**src/pidlv_pkg.sv**
```systemverilog
// shared types and constants for the pid level valve controller
package pidlv_pkg;

    // field and register widths
    localparam int unsigned LEVEL_W    = 16;
    localparam int unsigned GAIN_W     = 8;
    localparam int unsigned ANGLE_W    = 8;
    localparam int unsigned STEP_W     = 8;
    localparam int unsigned CMD_W      = 2;
    localparam int unsigned SUM_W      = 40;
    localparam int unsigned CFG_IDX_W  = 2;
    localparam int unsigned CFG_DATA_W = 16;

    // level difference is scaled by 1/25600 = 1/(25 * 2^10), rounded half away from zero
    localparam int unsigned DIV_SHIFT      = 10;
    localparam int unsigned DIV_ODD        = 25;
    localparam int unsigned LEVEL_HALF_DIV = 12800;

    // pi in Q30 for the threshold series
    localparam longint unsigned PI_Q30 = 64'd3373259426;

    // popcount group size for the angle search
    localparam int unsigned GRP = 8;

    // error sum saturation bounds
    localparam logic signed [SUM_W-1:0] SUM_MAX = {1'b0, {(SUM_W-1){1'b1}}};
    localparam logic signed [SUM_W-1:0] SUM_MIN = {1'b1, {(SUM_W-1){1'b0}}};

    // valve command codes
    typedef enum logic [CMD_W-1:0] {
        CMD_NONE  = 2'd0,
        CMD_OPEN  = 2'd1,
        CMD_CLOSE = 2'd2
    } t_cmd;

    // configuration register indexes
    typedef enum logic [CFG_IDX_W-1:0] {
        REG_SETPOINT = 2'd0,
        REG_GAIN_P   = 2'd1,
        REG_GAIN_I   = 2'd2,
        REG_GAIN_D   = 2'd3
    } t_reg_idx;

    // configuration register set
    typedef struct packed {
        logic [LEVEL_W-1:0] setpoint;
        logic [GAIN_W-1:0]  gain_p;
        logic [GAIN_W-1:0]  gain_i;
        logic [GAIN_W-1:0]  gain_d;
    } t_cfg;

    // setpoint 80 percent in q8.8, gains 10, 1, 3
    localparam t_cfg CFG_RESET = '{
        setpoint: 16'd20480,
        gain_p:   8'd10,
        gain_i:   8'd1,
        gain_d:   8'd3
    };

endpackage

```
**src/pidlv_err.sv**
```systemverilog
// error pipeline: level difference scaled to the signed fixed-point error
module pidlv_err
    import pidlv_pkg::*;
#(
    parameter int unsigned FRAC_BITS = 16
) (
    input  logic                       i_clk,
    input  logic                       i_rst_n,
    input  logic                       i_valid,
    output logic                       o_ready,
    input  logic [LEVEL_W-1:0]         i_level,
    input  logic [LEVEL_W-1:0]         i_setpoint,
    output logic                       o_valid,
    input  logic                       i_ready,
    output logic signed [FRAC_BITS+2:0] o_err,
    output logic signed [FRAC_BITS+2:0] o_prev_err
);

    localparam int unsigned EW = FRAC_BITS + 3;
    localparam int unsigned QW = FRAC_BITS + 2;
    localparam int unsigned NW = LEVEL_W + FRAC_BITS + 1;
    localparam int unsigned MW = NW - DIV_SHIFT;
    localparam int unsigned RW = MW - $clog2(DIV_ODD) + 1;
    localparam longint unsigned RECIP_L = (64'd1 << MW) / DIV_ODD;
    localparam logic [RW-1:0] RECIP = RECIP_L[RW-1:0];

    logic s1_ready, s2_ready, s3_ready;
    logic r1_valid, r2_valid, r3_valid;

    logic                 r1_neg, n_neg;
    logic [LEVEL_W-1:0]   r1_mag, n_mag;
    logic signed [LEVEL_W:0] diff;

    logic                 r2_neg;
    logic [MW-1:0]        r2_m, n_m;
    logic [QW-1:0]        r2_q0, n_q0;
    logic [NW-1:0]        num;
    logic [MW+RW-1:0]     prod;

    logic [MW-1:0]        q25, rem;
    logic [QW-1:0]        q;
    logic signed [EW-1:0] n_err, r3_err, r3_prev, r_last_err;

    // stall chain
    assign s3_ready = !r3_valid || i_ready;
    assign s2_ready = !r2_valid || s3_ready;
    assign s1_ready = !r1_valid || s2_ready;
    assign o_ready  = s1_ready;
    assign o_valid  = r3_valid;
    assign o_err      = r3_err;
    assign o_prev_err = r3_prev;

    // sign and magnitude of setpoint minus level
    always_comb begin
        diff  = $signed({1'b0, i_setpoint}) - $signed({1'b0, i_level});
        n_neg = diff[LEVEL_W];
        n_mag = diff[LEVEL_W] ? LEVEL_W'(-diff) : LEVEL_W'(diff);
    end

    // scaled numerator and reciprocal estimate of the quotient by 25
    always_comb begin
        num  = (NW'(r1_mag) << FRAC_BITS) + NW'(LEVEL_HALF_DIV);
        n_m  = num[NW-1:DIV_SHIFT];
        prod = (MW+RW)'(n_m) * (MW+RW)'(RECIP);
        n_q0 = prod[MW+QW-1:MW];
    end

    // one step correction, then apply the sign
    always_comb begin
        q25   = (MW'(r2_q0) << 4) + (MW'(r2_q0) << 3) + MW'(r2_q0);
        rem   = r2_m - q25;
        q     = (rem >= MW'(DIV_ODD)) ? r2_q0 + QW'(1) : r2_q0;
        n_err = r2_neg ? -$signed({1'b0, q}) : $signed({1'b0, q});
    end

    // valid bits and last error state
    always_ff @(posedge i_clk) begin
        if (!i_rst_n) begin
            r1_valid   <= 1'b0;
            r2_valid   <= 1'b0;
            r3_valid   <= 1'b0;
            r_last_err <= '0;
        end else begin
            if (s1_ready) begin
                r1_valid <= i_valid && (i_level != '0);
            end
            if (s2_ready) begin
                r2_valid <= r1_valid;
            end
            if (s3_ready) begin
                r3_valid <= r2_valid;
            end
            if (s3_ready && r2_valid) begin
                r_last_err <= n_err;
            end
        end
    end

    // stage payload
    always_ff @(posedge i_clk) begin
        if (s1_ready && i_valid) begin
            r1_neg <= n_neg;
            r1_mag <= n_mag;
        end
        if (s2_ready && r1_valid) begin
            r2_neg <= r1_neg;
            r2_m   <= n_m;
            r2_q0  <= n_q0;
        end
        if (s3_ready && r2_valid) begin
            r3_err  <= n_err;
            r3_prev <= r_last_err;
        end
    end

endmodule

```
**src/pidlv_pid.sv**
```systemverilog
// pid pipeline: p and d terms, anti-windup error sum, clamped control signal
module pidlv_pid
    import pidlv_pkg::*;
#(
    parameter int unsigned FRAC_BITS = 16
) (
    input  logic                        i_clk,
    input  logic                        i_rst_n,
    input  logic                        i_valid,
    output logic                        o_ready,
    input  logic signed [FRAC_BITS+2:0] i_err,
    input  logic signed [FRAC_BITS+2:0] i_prev_err,
    input  t_cfg                        i_cfg,
    output logic                        o_valid,
    input  logic                        i_ready,
    output logic                        o_neg,
    output logic [FRAC_BITS:0]          o_mag
);

    localparam int unsigned EW = FRAC_BITS + 3;
    localparam int unsigned PW = EW + GAIN_W + 3;
    localparam int unsigned CW = SUM_W + GAIN_W + 1;
    localparam int unsigned UW = CW + 1;
    localparam logic signed [UW-1:0] POS_ONE = UW'(1) << FRAC_BITS;
    localparam logic signed [UW-1:0] NEG_ONE = -POS_ONE;
    localparam logic [FRAC_BITS:0]   MAG_ONE = {1'b1, {FRAC_BITS{1'b0}}};

    logic s1_ready, s2_ready, s3_ready;
    logic r1_valid, r2_valid, r3_valid;

    logic signed [GAIN_W:0] gp_s, gi_s, gd_s;

    logic signed [EW:0]          n_diffe;
    logic signed [EW+GAIN_W:0]   n_p;
    logic signed [EW+GAIN_W+1:0] n_d;
    logic signed [PW-1:0]        n_pd, r1_pd, r2_pd;
    logic signed [EW-1:0]        r1_err;

    logic signed [SUM_W:0]   sum_w;
    logic signed [SUM_W-1:0] s1, r_es;
    logic signed [CW-1:0]    prod_c, prod_u;
    logic signed [UW-1:0]    cand, u, abs_u;
    logic                    upd;

    logic                 n_neg, r3_neg;
    logic [FRAC_BITS:0]   n_mag, r3_mag;

    assign gp_s = $signed({1'b0, i_cfg.gain_p});
    assign gi_s = $signed({1'b0, i_cfg.gain_i});
    assign gd_s = $signed({1'b0, i_cfg.gain_d});

    // stall chain
    assign s3_ready = !r3_valid || i_ready;
    assign s2_ready = !r2_valid || s3_ready;
    assign s1_ready = !r1_valid || s2_ready;
    assign o_ready  = s1_ready;
    assign o_valid  = r3_valid;
    assign o_neg    = r3_neg;
    assign o_mag    = r3_mag;

    // proportional plus derivative term
    always_comb begin
        n_diffe = (EW+1)'(i_err) - (EW+1)'(i_prev_err);
        n_p     = (EW+GAIN_W+1)'(i_err) * (EW+GAIN_W+1)'(gp_s);
        n_d     = (EW+GAIN_W+2)'(n_diffe) * (EW+GAIN_W+2)'(gd_s);
        n_pd    = PW'(n_p) + PW'(n_d);
    end

    // anti-windup: take the error into the sum only if the output stays in range
    always_comb begin
        sum_w = (SUM_W+1)'(r_es) + (SUM_W+1)'(r1_err);
        if (sum_w[SUM_W] != sum_w[SUM_W-1]) begin
            s1 = sum_w[SUM_W] ? SUM_MIN : SUM_MAX;
        end else begin
            s1 = sum_w[SUM_W-1:0];
        end
        prod_c = CW'(s1) * CW'(gi_s);
        cand   = UW'(r1_pd) + UW'(prod_c);
        upd    = (cand <= POS_ONE) && (cand >= NEG_ONE);
    end

    // control signal, clamped to plus or minus one
    always_comb begin
        prod_u = CW'(r_es) * CW'(gi_s);
        u      = UW'(r2_pd) + UW'(prod_u);
        abs_u  = u[UW-1] ? -u : u;
        if (u > POS_ONE) begin
            n_neg = 1'b0;
            n_mag = MAG_ONE;
        end else if (u < NEG_ONE) begin
            n_neg = 1'b1;
            n_mag = MAG_ONE;
        end else begin
            n_neg = u[UW-1];
            n_mag = abs_u[FRAC_BITS:0];
        end
    end

    // valid bits and error sum state
    always_ff @(posedge i_clk) begin
        if (!i_rst_n) begin
            r1_valid <= 1'b0;
            r2_valid <= 1'b0;
            r3_valid <= 1'b0;
            r_es     <= '0;
        end else begin
            if (s1_ready) begin
                r1_valid <= i_valid;
            end
            if (s2_ready) begin
                r2_valid <= r1_valid;
            end
            if (s3_ready) begin
                r3_valid <= r2_valid;
            end
            if (s2_ready && r1_valid && upd) begin
                r_es <= s1;
            end
        end
    end

    // stage payload
    always_ff @(posedge i_clk) begin
        if (s1_ready && i_valid) begin
            r1_err <= i_err;
            r1_pd  <= n_pd;
        end
        if (s2_ready && r1_valid) begin
            r2_pd <= r1_pd;
        end
        if (s3_ready && r2_valid) begin
            r3_neg <= n_neg;
            r3_mag <= n_mag;
        end
    end

endmodule

```
**src/pidlv_angle.sv**
```systemverilog
// angle pipeline: count arcsine rounding thresholds at or below the control magnitude
module pidlv_angle
    import pidlv_pkg::*;
#(
    parameter int unsigned FRAC_BITS   = 16,
    parameter int unsigned ANGLE_RANGE = 100
) (
    input  logic                                   i_clk,
    input  logic                                   i_rst_n,
    input  logic                                   i_valid,
    output logic                                   o_ready,
    input  logic                                   i_neg,
    input  logic [FRAC_BITS:0]                     i_mag,
    output logic                                   o_valid,
    input  logic                                   i_ready,
    output logic signed [$clog2(ANGLE_RANGE+1):0]  o_angle
);

    localparam int unsigned AW  = $clog2(ANGLE_RANGE + 1);
    localparam int unsigned NG  = (ANGLE_RANGE + GRP - 1) / GRP;
    localparam int unsigned NS  = (NG + GRP - 1) / GRP;
    localparam int unsigned NGP = NS * GRP;
    localparam int unsigned GCW = $clog2(GRP + 1);
    localparam int unsigned SCW = $clog2(GRP * GRP + 1);

    logic s1_ready, s2_ready, s3_ready;
    logic r1_valid, r2_valid, r3_valid;

    logic [NGP*GRP-1:0]  hit;
    logic [GCW-1:0]      n_cnt [NGP];
    logic [GCW-1:0]      r1_cnt [NGP];
    logic [SCW-1:0]      n_sum [NS];
    logic [SCW-1:0]      r2_sum [NS];
    logic                r1_neg, r2_neg;
    logic [AW-1:0]       total;
    logic signed [AW:0]  n_angle, r3_angle;

    // stall chain
    assign s3_ready = !r3_valid || i_ready;
    assign s2_ready = !r2_valid || s3_ready;
    assign s1_ready = !r1_valid || s2_ready;
    assign o_ready  = s1_ready;
    assign o_valid  = r3_valid;
    assign o_angle  = r3_angle;

    // one comparator per threshold sin((2k+1) pi / (4 range)) in q.frac
    for (genvar k = 0; k < NGP * GRP; k++) begin : g_thr
        if (k < ANGLE_RANGE) begin : g_cmp
            localparam longint unsigned X_V =
                (longint'(2 * k + 1) * PI_Q30) / longint'(4 * ANGLE_RANGE);
            // taylor terms of the sine in q30, each product truncated
            localparam longint unsigned X2  = (X_V * X_V) >> 30;
            localparam longint unsigned T1  = ((X_V * X2) >> 30) / 64'd6;
            localparam longint unsigned T2  = ((T1 * X2) >> 30) / 64'd20;
            localparam longint unsigned T3  = ((T2 * X2) >> 30) / 64'd42;
            localparam longint unsigned T4  = ((T3 * X2) >> 30) / 64'd72;
            localparam longint unsigned T5  = ((T4 * X2) >> 30) / 64'd110;
            localparam longint unsigned T6  = ((T5 * X2) >> 30) / 64'd156;
            localparam longint unsigned T7  = ((T6 * X2) >> 30) / 64'd210;
            localparam longint unsigned T8  = ((T7 * X2) >> 30) / 64'd272;
            localparam longint unsigned T9  = ((T8 * X2) >> 30) / 64'd342;
            localparam longint unsigned T10 = ((T9 * X2) >> 30) / 64'd420;
            localparam longint unsigned T11 = ((T10 * X2) >> 30) / 64'd506;
            localparam longint unsigned T12 = ((T11 * X2) >> 30) / 64'd600;
            localparam longint SIN_S =
                longint'(X_V) - longint'(T1) + longint'(T2) - longint'(T3)
                + longint'(T4) - longint'(T5) + longint'(T6) - longint'(T7)
                + longint'(T8) - longint'(T9) + longint'(T10) - longint'(T11)
                + longint'(T12);
            localparam longint unsigned SIN_V = (SIN_S < 0) ? 64'd0 : 64'(SIN_S);
            localparam longint unsigned T_V =
                (SIN_V + (64'd1 << (29 - FRAC_BITS))) >> (30 - FRAC_BITS);
            localparam logic [FRAC_BITS:0] THR = T_V[FRAC_BITS:0];
            assign hit[k] = (i_mag >= THR);
        end else begin : g_pad
            assign hit[k] = 1'b0;
        end
    end

    // popcount per group of comparators
    always_comb begin
        for (int g = 0; g < NGP; g++) begin
            n_cnt[g] = '0;
            for (int b = 0; b < GRP; b++) begin
                n_cnt[g] = n_cnt[g] + GCW'(hit[g*GRP+b]);
            end
        end
    end

    // sum of group counts per super group
    always_comb begin
        for (int s = 0; s < NS; s++) begin
            n_sum[s] = '0;
            for (int j = 0; j < GRP; j++) begin
                n_sum[s] = n_sum[s] + SCW'(r1_cnt[s*GRP+j]);
            end
        end
    end

    // total count with the sign of the control signal
    always_comb begin
        total = '0;
        for (int s = 0; s < NS; s++) begin
            total = total + AW'(r2_sum[s]);
        end
        n_angle = r2_neg ? -$signed({1'b0, total}) : $signed({1'b0, total});
    end

    // valid bits
    always_ff @(posedge i_clk) begin
        if (!i_rst_n) begin
            r1_valid <= 1'b0;
            r2_valid <= 1'b0;
            r3_valid <= 1'b0;
        end else begin
            if (s1_ready) begin
                r1_valid <= i_valid;
            end
            if (s2_ready) begin
                r2_valid <= r1_valid;
            end
            if (s3_ready) begin
                r3_valid <= r2_valid;
            end
        end
    end

    // stage payload
    always_ff @(posedge i_clk) begin
        if (s1_ready && i_valid) begin
            r1_neg <= i_neg;
            r1_cnt <= n_cnt;
        end
        if (s2_ready && r1_valid) begin
            r2_neg <= r1_neg;
            r2_sum <= n_sum;
        end
        if (s3_ready && r2_valid) begin
            r3_angle <= n_angle;
        end
    end

endmodule

```
**src/pid_level_valve_controller_top.sv**
```systemverilog
// top level of the pid level valve controller: config registers and valve command stage
//
// Takes tank level samples (unsigned q8.8 percent) on the in channel and returns
// a valve angle, the step from the previous angle and an open/close/none command
// on the out channel. Both channels are valid/ready; an item moves when valid and
// ready are high at a clock edge. A zero sample is accepted and gives no result.
// Setpoint and the three gains sit on the cfg channel (index 0 setpoint, 1 p,
// 2 i, 3 d); cfg ready is always high and writes belong to idle periods.
// Throughput is one item per cycle while the receiver does not stall. An
// accepted item passes ten register stages, the first loaded at the accepting
// edge: three of error scaling, three of pid math (the error sum loop closes in
// one stage), three of threshold counting and the output register.
// When the receiver stalls, results back up stage by stage; bubbles still close
// up, and the in channel stops taking items only when every stage is full.
// Reset (synchronous, active low) empties the pipeline, loads the default
// setpoint and gains, clears the error sum and last error, and sets the last
// angle to the full open angle.
module pid_level_valve_controller_top
    import pidlv_pkg::*;
#(
    parameter int unsigned FRAC_BITS   = 16,
    parameter int unsigned ANGLE_RANGE = 100
) (
    input  logic                  i_clk,
    input  logic                  i_rst_n,
    input  logic                  i_in_valid,
    output logic                  o_in_ready,
    input  logic [LEVEL_W-1:0]    i_level_sample,
    output logic                  o_out_valid,
    input  logic                  i_out_ready,
    output logic signed [ANGLE_W-1:0] o_valve_angle,
    output logic [CMD_W-1:0]      o_valve_command,
    output logic [STEP_W-1:0]     o_step_size,
    input  logic                  i_cfg_valid,
    output logic                  o_cfg_ready,
    input  logic [CFG_IDX_W-1:0]  i_cfg_index,
    input  logic [CFG_DATA_W-1:0] i_cfg_data
);

    localparam int unsigned EW = FRAC_BITS + 3;
    localparam int unsigned AW = $clog2(ANGLE_RANGE + 1);
    localparam int unsigned DW = AW + 2;

    t_cfg r_cfg;

    logic                 err_valid, err_ready;
    logic signed [EW-1:0] err, prev_err;
    logic                 pid_valid, pid_ready;
    logic                 pid_neg;
    logic [FRAC_BITS:0]   pid_mag;
    logic                 ang_valid, out_ready;
    logic signed [AW:0]   angle;

    logic signed [AW:0]   r_last_angle;
    logic signed [DW-1:0] delta, abs_delta;
    t_cmd                 n_cmd;
    logic                 r_out_valid;
    logic signed [ANGLE_W-1:0] r_angle;
    t_cmd                 r_cmd;
    logic [STEP_W-1:0]    r_step;

    assign o_cfg_ready = 1'b1;

    // configuration registers
    always_ff @(posedge i_clk) begin
        if (!i_rst_n) begin
            r_cfg <= CFG_RESET;
        end else if (i_cfg_valid) begin
            case (t_reg_idx'(i_cfg_index))
                REG_SETPOINT: r_cfg.setpoint <= i_cfg_data[LEVEL_W-1:0];
                REG_GAIN_P:   r_cfg.gain_p   <= i_cfg_data[GAIN_W-1:0];
                REG_GAIN_I:   r_cfg.gain_i   <= i_cfg_data[GAIN_W-1:0];
                REG_GAIN_D:   r_cfg.gain_d   <= i_cfg_data[GAIN_W-1:0];
                default:      r_cfg          <= r_cfg;
            endcase
        end
    end

    pidlv_err #(
        .FRAC_BITS (FRAC_BITS)
    ) u_err (
        .i_clk      (i_clk),
        .i_rst_n    (i_rst_n),
        .i_valid    (i_in_valid),
        .o_ready    (o_in_ready),
        .i_level    (i_level_sample),
        .i_setpoint (r_cfg.setpoint),
        .o_valid    (err_valid),
        .i_ready    (err_ready),
        .o_err      (err),
        .o_prev_err (prev_err)
    );

    pidlv_pid #(
        .FRAC_BITS (FRAC_BITS)
    ) u_pid (
        .i_clk      (i_clk),
        .i_rst_n    (i_rst_n),
        .i_valid    (err_valid),
        .o_ready    (err_ready),
        .i_err      (err),
        .i_prev_err (prev_err),
        .i_cfg      (r_cfg),
        .o_valid    (pid_valid),
        .i_ready    (pid_ready),
        .o_neg      (pid_neg),
        .o_mag      (pid_mag)
    );

    pidlv_angle #(
        .FRAC_BITS   (FRAC_BITS),
        .ANGLE_RANGE (ANGLE_RANGE)
    ) u_angle (
        .i_clk   (i_clk),
        .i_rst_n (i_rst_n),
        .i_valid (pid_valid),
        .o_ready (pid_ready),
        .i_neg   (pid_neg),
        .i_mag   (pid_mag),
        .o_valid (ang_valid),
        .i_ready (out_ready),
        .o_angle (angle)
    );

    // output register frees up when empty or when the receiver takes the item
    assign out_ready = !r_out_valid || i_out_ready;

    // step and direction against the previous angle
    always_comb begin
        delta     = DW'(angle) - DW'(r_last_angle);
        abs_delta = delta[DW-1] ? -delta : delta;
        if (delta > 0) begin
            n_cmd = CMD_OPEN;
        end else if (delta < 0) begin
            n_cmd = CMD_CLOSE;
        end else begin
            n_cmd = CMD_NONE;
        end
    end

    // output valid and last angle state
    always_ff @(posedge i_clk) begin
        if (!i_rst_n) begin
            r_out_valid  <= 1'b0;
            r_last_angle <= (AW+1)'(ANGLE_RANGE);
        end else begin
            if (out_ready) begin
                r_out_valid <= ang_valid;
            end
            if (out_ready && ang_valid) begin
                r_last_angle <= angle;
            end
        end
    end

    // output payload, angle and step keep their low bits
    always_ff @(posedge i_clk) begin
        if (out_ready && ang_valid) begin
            r_angle <= ANGLE_W'(angle);
            r_cmd   <= n_cmd;
            r_step  <= STEP_W'(abs_delta);
        end
    end

    assign o_out_valid     = r_out_valid;
    assign o_valve_angle   = r_angle;
    assign o_valve_command = r_cmd;
    assign o_step_size     = r_step;

endmodule
```
**config.mk**
```make
export PLATFORM = sky130hd
export DESIGN_NAME = pid_level_valve_controller_top
export DESIGN_NICKNAME = d
export VERILOG_FILES = /design/src/pidlv_pkg.sv /design/src/pidlv_err.sv /design/src/pidlv_pid.sv /design/src/pidlv_angle.sv /design/src/pid_level_valve_controller_top.sv
export SDC_FILE = /design/constraint.sdc
export NUM_CORES = 2
export LEC_CHECK = 0
export ABC_AREA = 1
export BUFFER_PORTS_ARGS = -buffer_cell sky130_fd_sc_hd__buf_2
export CORE_ASPECT_RATIO = 0.6
export CORE_MARGIN = 5
export CORE_UTILIZATION = 32
export CTS_CLUSTER_SIZE = 28
export DETAILED_ROUTE_END_ITERATION = 7
export GPL_ROUTABILITY_DRIVEN = 1
export GPL_TIMING_DRIVEN = 0
export SLEW_MARGIN = 30
export SYNTH_ARGS = -nofsm -noshare
export SYNTH_HDL_FRONTEND = slang
export SYNTH_SLANG_ARGS = --single-unit
```
**constraint.sdc**
```tcl
create_clock -name i_clk -period 11.6 [get_ports i_clk]
set_input_delay 2.32 -clock i_clk [delete_from_list [all_inputs] [get_ports i_clk]]
set_output_delay 2.32 -clock i_clk [all_outputs]
set_load 0.05 [all_outputs]
```
Word level (Yosys, flattened, before mapping)
Index checks and enable logic that the tools add are counted.
{"block": "totals", "regBits": 405, "input_bits": 39, "out_inout_bits": 21, "wordCells": 333}
{"block": "classes", "n_addsub": 116, "mul": 5, "n_lt_le_gt_ge": 107, "eq_ne": 4, "muxes": 10, "n_reduce_logical": 40}
{"op": "greater-or-equal comparator 17 x 16 -> 1 bit, second input constant", "count": 67}
{"op": "adder 4 x 1 -> 4 bit", "count": 74}
{"op": "greater-or-equal comparator 17 x 15 -> 1 bit, second input constant", "count": 17}
{"op": "greater-or-equal comparator 17 x 14 -> 1 bit, second input constant", "count": 8}
{"op": "adder 30 x 49 -> 50 bit", "count": 2}
{"op": "multiplier 40 x 9 -> 49 bit", "count": 2}
{"op": "2-to-1 mux 40 bit", "count": 2}
{"op": "greater-or-equal comparator 17 x 13 -> 1 bit, second input constant", "count": 4}
{"op": "adder 7 x 4 -> 7 bit", "count": 9}
{"op": "greater-or-equal comparator 50 x 17 -> 1 bit, second input constant", "count": 1}
{"op": "> comparator 50 x 18 -> 1 bit, second input constant", "count": 1}
{"op": "less-or-equal comparator 50 x 18 -> 1 bit, second input constant", "count": 1}
{"op": "less-than comparator 50 x 17 -> 1 bit, second input constant", "count": 1}
{"op": "adder 40 x 19 -> 41 bit", "count": 1}
{"op": "multiplier 23 x 16 -> 38 bit, second input constant", "count": 1}
{"op": "greater-or-equal comparator 17 x 12 -> 1 bit, second input constant", "count": 2}
{"op": "adder 32 x 14 -> 33 bit, second input constant", "count": 1}
{"op": "adder 28 x 29 -> 30 bit", "count": 1}
{"op": "multiplier 20 x 9 -> 29 bit", "count": 1}
{"op": "multiplier 19 x 9 -> 28 bit", "count": 1}
{"op": "adder 1 x 1 -> 2 bit", "count": 13}
{"op": "adder 22 x 21 -> 23 bit", "count": 1}
{"op": "adder 23 x 18 -> 23 bit", "count": 1}
{"op": "greater-or-equal comparator 23 x 5 -> 1 bit, second input constant", "count": 1}
{"op": "other kinds (34)", "count": 69}

Longest topological paths before layout
{"block": "depth", "depth_word": 12, "ltp_mapped": 58, "mapped_depth_nobuf": 56}

Hierarchy
Synthesis repeated with hierarchy kept, for this count alone.
{"block": "hier_totals", "hier_cells": 9530, "area_unflattened_um2": 72854.9}
{"mod": "pidlv_pid", "n_inst": 1, "cells_each": 6557, "area_each_um2": 47591.9, "seq_area_each_um2": 3773.6}
{"mod": "pidlv_err", "n_inst": 1, "cells_each": 1527, "area_each_um2": 13462.9, "seq_area_each_um2": 3143.0}
{"mod": "pidlv_angle", "n_inst": 1, "cells_each": 1091, "area_each_um2": 8874.8, "seq_area_each_um2": 2312.2}
{"mod": "pid_level_valve_controller_top", "n_inst": 1, "cells_each": 355, "area_each_um2": 2925.3, "seq_area_each_um2": 1521.5}

Least setup slack after synthesis
Ideal clock, no wire load.
{"block": "synth_timing", "path_type": "reg-to-reg", "start": "register u_pid.r1_err[18]", "end": "register u_pid.r_es[25]", "setup_time_ps": 113, "arrival_time_ps": 8592, "required_ps": 11487, "path_slack_ps": 2895, "path_stages_with_launch": 49, "path_buffers": 3, "synth_period_minus_slack_ps": 8705, "cell_sequence": "edfxtp_1 -> ha_1 -> nand2_1 -> nor2_1 -> inv_1 -> nor2_1 -> and3_1 -> a21oi_1 -> o21ai_0 -> a21oi_1 -> nor2_1 -> nor2_1 -> nand2_1 -> nand2_1 -> ha_1 -> clkinv_1 -> nand2_1 -> buf_2 -> (+13 left out) -> inv_1 -> o21ai_1 -> a21oi_1 -> o21ai_0 -> a21oi_1 -> nand2_1 -> nand2_1 -> nand2_1 -> xnor2_1 -> nor3_1 -> nand3_1 -> nor2_1 -> nand2_1 -> a21oi_4 -> nand2_4 -> buf_2 -> nor2_1 -> nor2_1"}
{"block": "synth_between", "elab_chain_len": 8, "word_cells_on_any_way": 10, "classes_between": "2 x add/sub; 1 x mul; 2 x order compare; 1 x eq/ne; 2 x mux; 2 x reduce/logical"}
{"item": "from (decl)", "line_no": "pidlv_pid.sv:37", "text": "logic signed [EW-1:0] r1_err;"}
{"item": "from (signal assigned)", "line_no": "pidlv_pid.sv:125", "text": "r1_err <= i_err;"}
{"item": "adder 40 x 19 -> 41 bit (*)", "line_no": "pidlv_pid.sv:71", "text": "sum_w = (SUM_W+1)'(r_es) + (SUM_W+1)'(r1_err);"}
{"item": "2-to-1 mux 40 bit / != test 1 bit (equally long branches)", "line_no": "pidlv_pid.sv:73, pidlv_pid.sv:72"}
{"item": "2-to-1 mux 40 bit (*)", "line_no": "pidlv_pid.sv:72", "text": "if (sum_w[SUM_W] != sum_w[SUM_W-1]) begin"}
{"item": "multiplier 40 x 9 -> 49 bit", "line_no": "pidlv_pid.sv:77", "text": "prod_c = CW'(s1) * CW'(gi_s);"}
{"item": "adder 30 x 49 -> 50 bit", "line_no": "pidlv_pid.sv:78", "text": "cand = UW'(r1_pd) + UW'(prod_c);"}
{"item": "less-or-equal comparator 50 x 18 -> 1 bit / greater-or-equal comparator 50 x 17 -> 1 bit (equally long branches)", "line_no": "pidlv_pid.sv:79", "text": "upd = (cand <= POS_ONE) && (cand >= NEG_ONE);"}
{"item": "logical AND 1 bit", "line_no": "pidlv_pid.sv:79"}
{"item": "logical AND 1 bit", "line_no": "pidlv_pid.sv:116", "text": "if (s2_ready && r1_valid && upd) begin"}
{"item": "to (signal assigned)", "line_no": "pidlv_pid.sv:105", "text": "r_es <= '0;"}
{"item": "to (signal assigned)", "line_no": "pidlv_pid.sv:117", "text": "r_es <= s1;"}
{"item": "to (decl)", "line_no": "pidlv_pid.sv:40", "text": "logic signed [SUM_W-1:0] s1, r_es;"}
Every way passes the cells marked *; elsewhere a longest branch is shown, timed or not.
A chain may end at the register's enable or synchronous reset.

Worst setup path in the final report
{"block": "layout_timing", "start": "register u_pid.r_es[1]", "end": "register u_pid.r_es[33]"}
{"block": "layout_between", "elab_chain_len": 8, "word_cells_on_any_way": 10, "classes_between": "2 x add/sub; 1 x mul; 2 x order compare; 1 x eq/ne; 2 x mux; 2 x reduce/logical"}
{"item": "adder 40 x 19 -> 41 bit (*)", "line_no": "pidlv_pid.sv:71"}
{"item": "2-to-1 mux 40 bit / != test 1 bit (equally long branches)", "line_no": "pidlv_pid.sv:73, pidlv_pid.sv:72"}
{"item": "2-to-1 mux 40 bit (*)", "line_no": "pidlv_pid.sv:72"}
{"item": "multiplier 40 x 9 -> 49 bit", "line_no": "pidlv_pid.sv:77"}
{"item": "adder 30 x 49 -> 50 bit", "line_no": "pidlv_pid.sv:78"}
{"item": "less-or-equal comparator 50 x 18 -> 1 bit / greater-or-equal comparator 50 x 17 -> 1 bit (equally long branches)", "line_no": "pidlv_pid.sv:79"}
{"item": "logical AND 1 bit", "line_no": "pidlv_pid.sv:79"}
{"item": "logical AND 1 bit", "line_no": "pidlv_pid.sv:116"}
Marks and branches as above.

==> results by group <==
Run status
  • Status: finished clean

Floorplan
  • Row count: 133
  • Starting Density: 32.1%
  • Core Box Area: 219000 um2
  • I/O pin count: 60
  • Die area: 229000 um2
  • Die Wd: 615 um
  • Die Y: 373 um

Clock network
  • Longest Clk Path Bufs: 3
  • Root Buffer: clkbuf_16
  • CTS Sinks: 397
  • Hold_buf cts: 0
  • CTS tree: done
  • CTS buffer count: 50
  • CTS clock-pin slew for the worst setup and hold paths: 60 ps
  • Htree depth: 2
  • Clk Latency, worst-skew pair: 670 ps

Critical path
  • CP required: 12130 ps
  • CP startpoint kind: flop
  • CP max-delay cell: fa_1
  • Crit path kind: reg2reg
  • Worst r2r src: u_pid.r_es[1]$_SDFFE_PN0P_
  • Worst Path Arrival: 11810 ps
  • Most numerous cell on the critical path: nand2_1
  • Worst Setup End Kind: flop
  • Critical Path Max Stage Delay: 700 ps
  • R2R setup slack: 320 ps
  • R2R cell count: 45
  • Crit path max fanout: 10
  • End point of the critical path: u_pid.r_es[33]$_SDFFE_PN0P_
  • Capturing point of the worst reg2reg path: u_pid.r_es[33]$_SDFFE_PN0P_
  • Crit path launch: u_pid.r_es[1]$_SDFFE_PN0P_

Yosys
  • Post-synthesis sequential area ratio: 15.3%
  • Synth warnings: 0
  • Cell Area, Synth: 70200 um2
  • Post-synthesis xor/xnor area fraction: 3.58%
  • Compound-gate portion of the synthesized area: 7.63%
  • Asr flop ratio synth: 0%
  • Mean post-synth cell area: 7.95 um2
  • Synth Net Count: 10600
  • Post-Synthesis Cells: 8826
  • Largest family of logic cells by synthesized area: adder cells
  • Prevailing post-synth register cell: edfxtp_1
  • Mux cell area share after synthesis: 0%
  • Adder-Cell Fraction of Synth Area: 43.0%
  • Synth cell types: 65
  • Seq cells post-synth: 397
  • EDFF count, synth: 280
  • Simple-gate share of the synthesized area: 17.7%

Global routing
  • Grt ovf: 0
  • All-layer global routing usage: 21.9%
  • Initial antenna violation count: 19
  • Largest net degree at the start of global routing: 48
  • First-pass GRT wire length: 381000 um
  • Vias in the first global route: 59100

Timing
  • Final Slew Violations: 0
  • Fin crit share: 97.2%
  • Final Hold Fails: 0
  • Clock Skews: 45.8 ps
  • Max Clk Rate: 88.6 MHz
  • Worst-margin pin slew: 1110 ps
  • Max-Slew Margin vs Limit: 24.9%
  • Tmin final: 11280 ps
  • Setup slack after layout: 320 ps
  • Final setup viols: 0

Final layout
  • Footprint of the multi-input gates: 50600 um2
  • Number of fill cells: 23000
  • Area grow syn2layout: 8.61%
  • Share of post-route cells with drive strength above 1: 3.47%
  • Final cell count without fillers: 11900
  • Register area: 10800 um2
  • Final #Nets: 10700

Placed design
  • PortBufs: 57
  • Worst slack at placement: -762 ps
  • Post-DP HPWL: 220000 um
  • GPL Wtd Cong: 1.01
  • Dpl cells: 11800

Hold path
  • Worst hold path stage count: 0
  • Hold Path Class: reg2reg

Job
  • Max Cap Viol: 0

Route
  • Avg Vias per Cell: 5.00
  • Final WL: 254000 um
  • Drt drc: 0
  • Routed Antenna Nets: 0
  • 1st-pass router iterations: 7
  • Vias: 59600
  • Avg WL per Cell: 21.3 um
  • Starting DRT DRC Count: 6265
## kinds of logic (layout without fill, tap and decap cells)
family | count (synthesis) | count (layout)
buffers and inverters | 2369 | 2537
AND/OR/NAND/NOR | 3074 | 3074
other | 1 | 12
flip-flops | 397 | 397
adder cells (fa/ha/maj) | 1750 | 1750
XOR/XNOR | 287 | 287
AO/OA/AOI/OAI | 948 | 948
## worst min-delay path by stage
stage / from / to / slack [ps]
finish: u_err.r_last_err[6]$_SDFFE_PN0P_ / u_err.o_prev_err[6]$_DFFE_PP_ / 430
CTS: u_err.r_last_err[15]$_SDFFE_PN0P_ / u_err.o_prev_err[15]$_DFFE_PP_ / 430
detailed placement: u_err.r_last_err[15]$_SDFFE_PN0P_ / u_err.o_prev_err[15]$_DFFE_PP_ / 410
global placement: u_err.r_last_err[17]$_SDFFE_PN0P_ / u_err.o_prev_err[17]$_DFFE_PP_ / 410
global route: u_err.r_last_err[5]$_SDFFE_PN0P_ / u_err.o_prev_err[5]$_DFFE_PP_ / 440
floorplan: u_pid.o_neg$_SDFFCE_PP0P_ / u_angle.r1_neg$_DFFE_PP_ / 400
## routing by layer
layer | global-route usage [%] | share of wire, % | vias up
met5 | 0.289 | 0.039 | -
met4 | 2.75 | 1.2 | 4
met3 | 9.71 | 15 | 175
met2 | 26.0 | 34 | 2772
met1 | 35.6 | 50 | 29500
li1 | - | - | 27100
## layout make-up
cell class / instances / area share [%]
Clock inverter: 33 / 0.401
Buffer: 225 / 1.25
Antenna cell: 11 / 0.0361
Clock buffer: 61 / 1.75
Timing Repair Buffer: 74 / 0.726
Tap cell: 2902 / 4.76
Multi-Input combinational cell: 6060 / 66.4
Sequential cell: 397 / 14.1
Inverter: 2144 / 10.6
## Yosys cell counts (3+ instances only)
cell / count / area, um2
nand3_2: 7 / 70.1
buf_2: 14 / 70.1
clkbuf_1: 181 / 679
nor2_2: 4 / 25.0
nand3_4: 3 / 52.6
a21o_1: 32 / 240
clkinv_1: 8 / 30.0
nand2_2: 17 / 106
nor3_1: 76 / 380
nor2_1: 871 / 3270
or2_1: 3 / 18.8
o2111ai_1: 6 / 52.6
or2_2: 8 / 50.1
o221ai_1: 6 / 52.6
o31ai_1: 17 / 128
inv_1: 2129 / 7990
o21ai_2: 6 / 52.6
a21oi_1: 415 / 2080
o311ai_0: 4 / 35.0
fa_1: 1103 / 22100
o21bai_1: 36 / 270
ha_1: 647 / 8100
buf_1: 6 / 22.5
nand3b_1: 14 / 105
buf_6: 4 / 45.0
a211oi_1: 12 / 90.1
o21a_1: 21 / 158
a31oi_1: 38 / 238
nand2_1: 1739 / 6530
xnor2_1: 90 / 788
nand4_1: 58 / 363
clkbuf_2: 19 / 95.1
a21oi_2: 3 / 26.3
inv_2: 7 / 26.3
o21ai_1: 20 / 100
o211ai_1: 26 / 195
nand3_1: 239 / 1200
dfxtp_1: 117 / 2340
o21ai_0: 279 / 1400
edfxtp_1: 280 / 8410
xor2_1: 197 / 1730
nor4_1: 22 / 138
and3_1: 6 / 37.5
a21boi_0: 10 / 75.1
## cell usage in the layout, fill, tap and decap left out, types with 191 or more instances in the layout
master       n
inv_1     2124
nand2_1   1739
fa_1      1103
nor2_1     864
ha_1       646
a21oi_1    408
edfxtp_1   280
o21ai_0    276
nand3_1    238
xor2_1     191
## state kept, by name, indices dropped and copies added, names as in the netlist, 14 cells and up
register / count
u_angle.r1_cnt: 51
u_err.o_err: 19
u_err.r1_mag: 16
u_pid.r1_err: 19
u_pid.r1_pd: 30
u_pid.r2_pd: 30
u_pid.o_mag: 17
u_err.r_last_err: 19
u_pid.r_es: 40
u_err.r2_m: 16
u_err.o_prev_err: 19
u_angle.r2_sum: 14
u_err.r2_q0: 18
r_cfg: 40
## per-stage QoR
stage | util [%] | cell area, um2 | hold WS (ps) | TNS (ps)
after floorplan | - | 70200 | 400 | 0
after global placement | 33.9 | 74100 | 410 | -26760
after detailed placement | 34.0 | 74400 | 410 | -22080
after CTS | 34.8 | 76100 | 427 | 0
after global routing | 34.8 | 76200 | 440 | -0.425
final | 34.9 | 76200 | 432 | 0
## critical path: cells and delay by family, from the launching register on
kind            cells  cell delay, ps
fa+ha+maj           8            4020
simple gates       18            2960
buf+inv            11            1870
compound gates      6            1410
xor+xnor            2             500
flops               1             360
## what timing repair did
action	CTS	global route
setup buffers	5	2
endpoints found under the setup margin	40	40
pin swaps	1	2
resized for setup	4	18
Power is left out: the tool's default activity adds up to more than one toggle a clock period on the data nets, which glitch-free logic cannot reach.
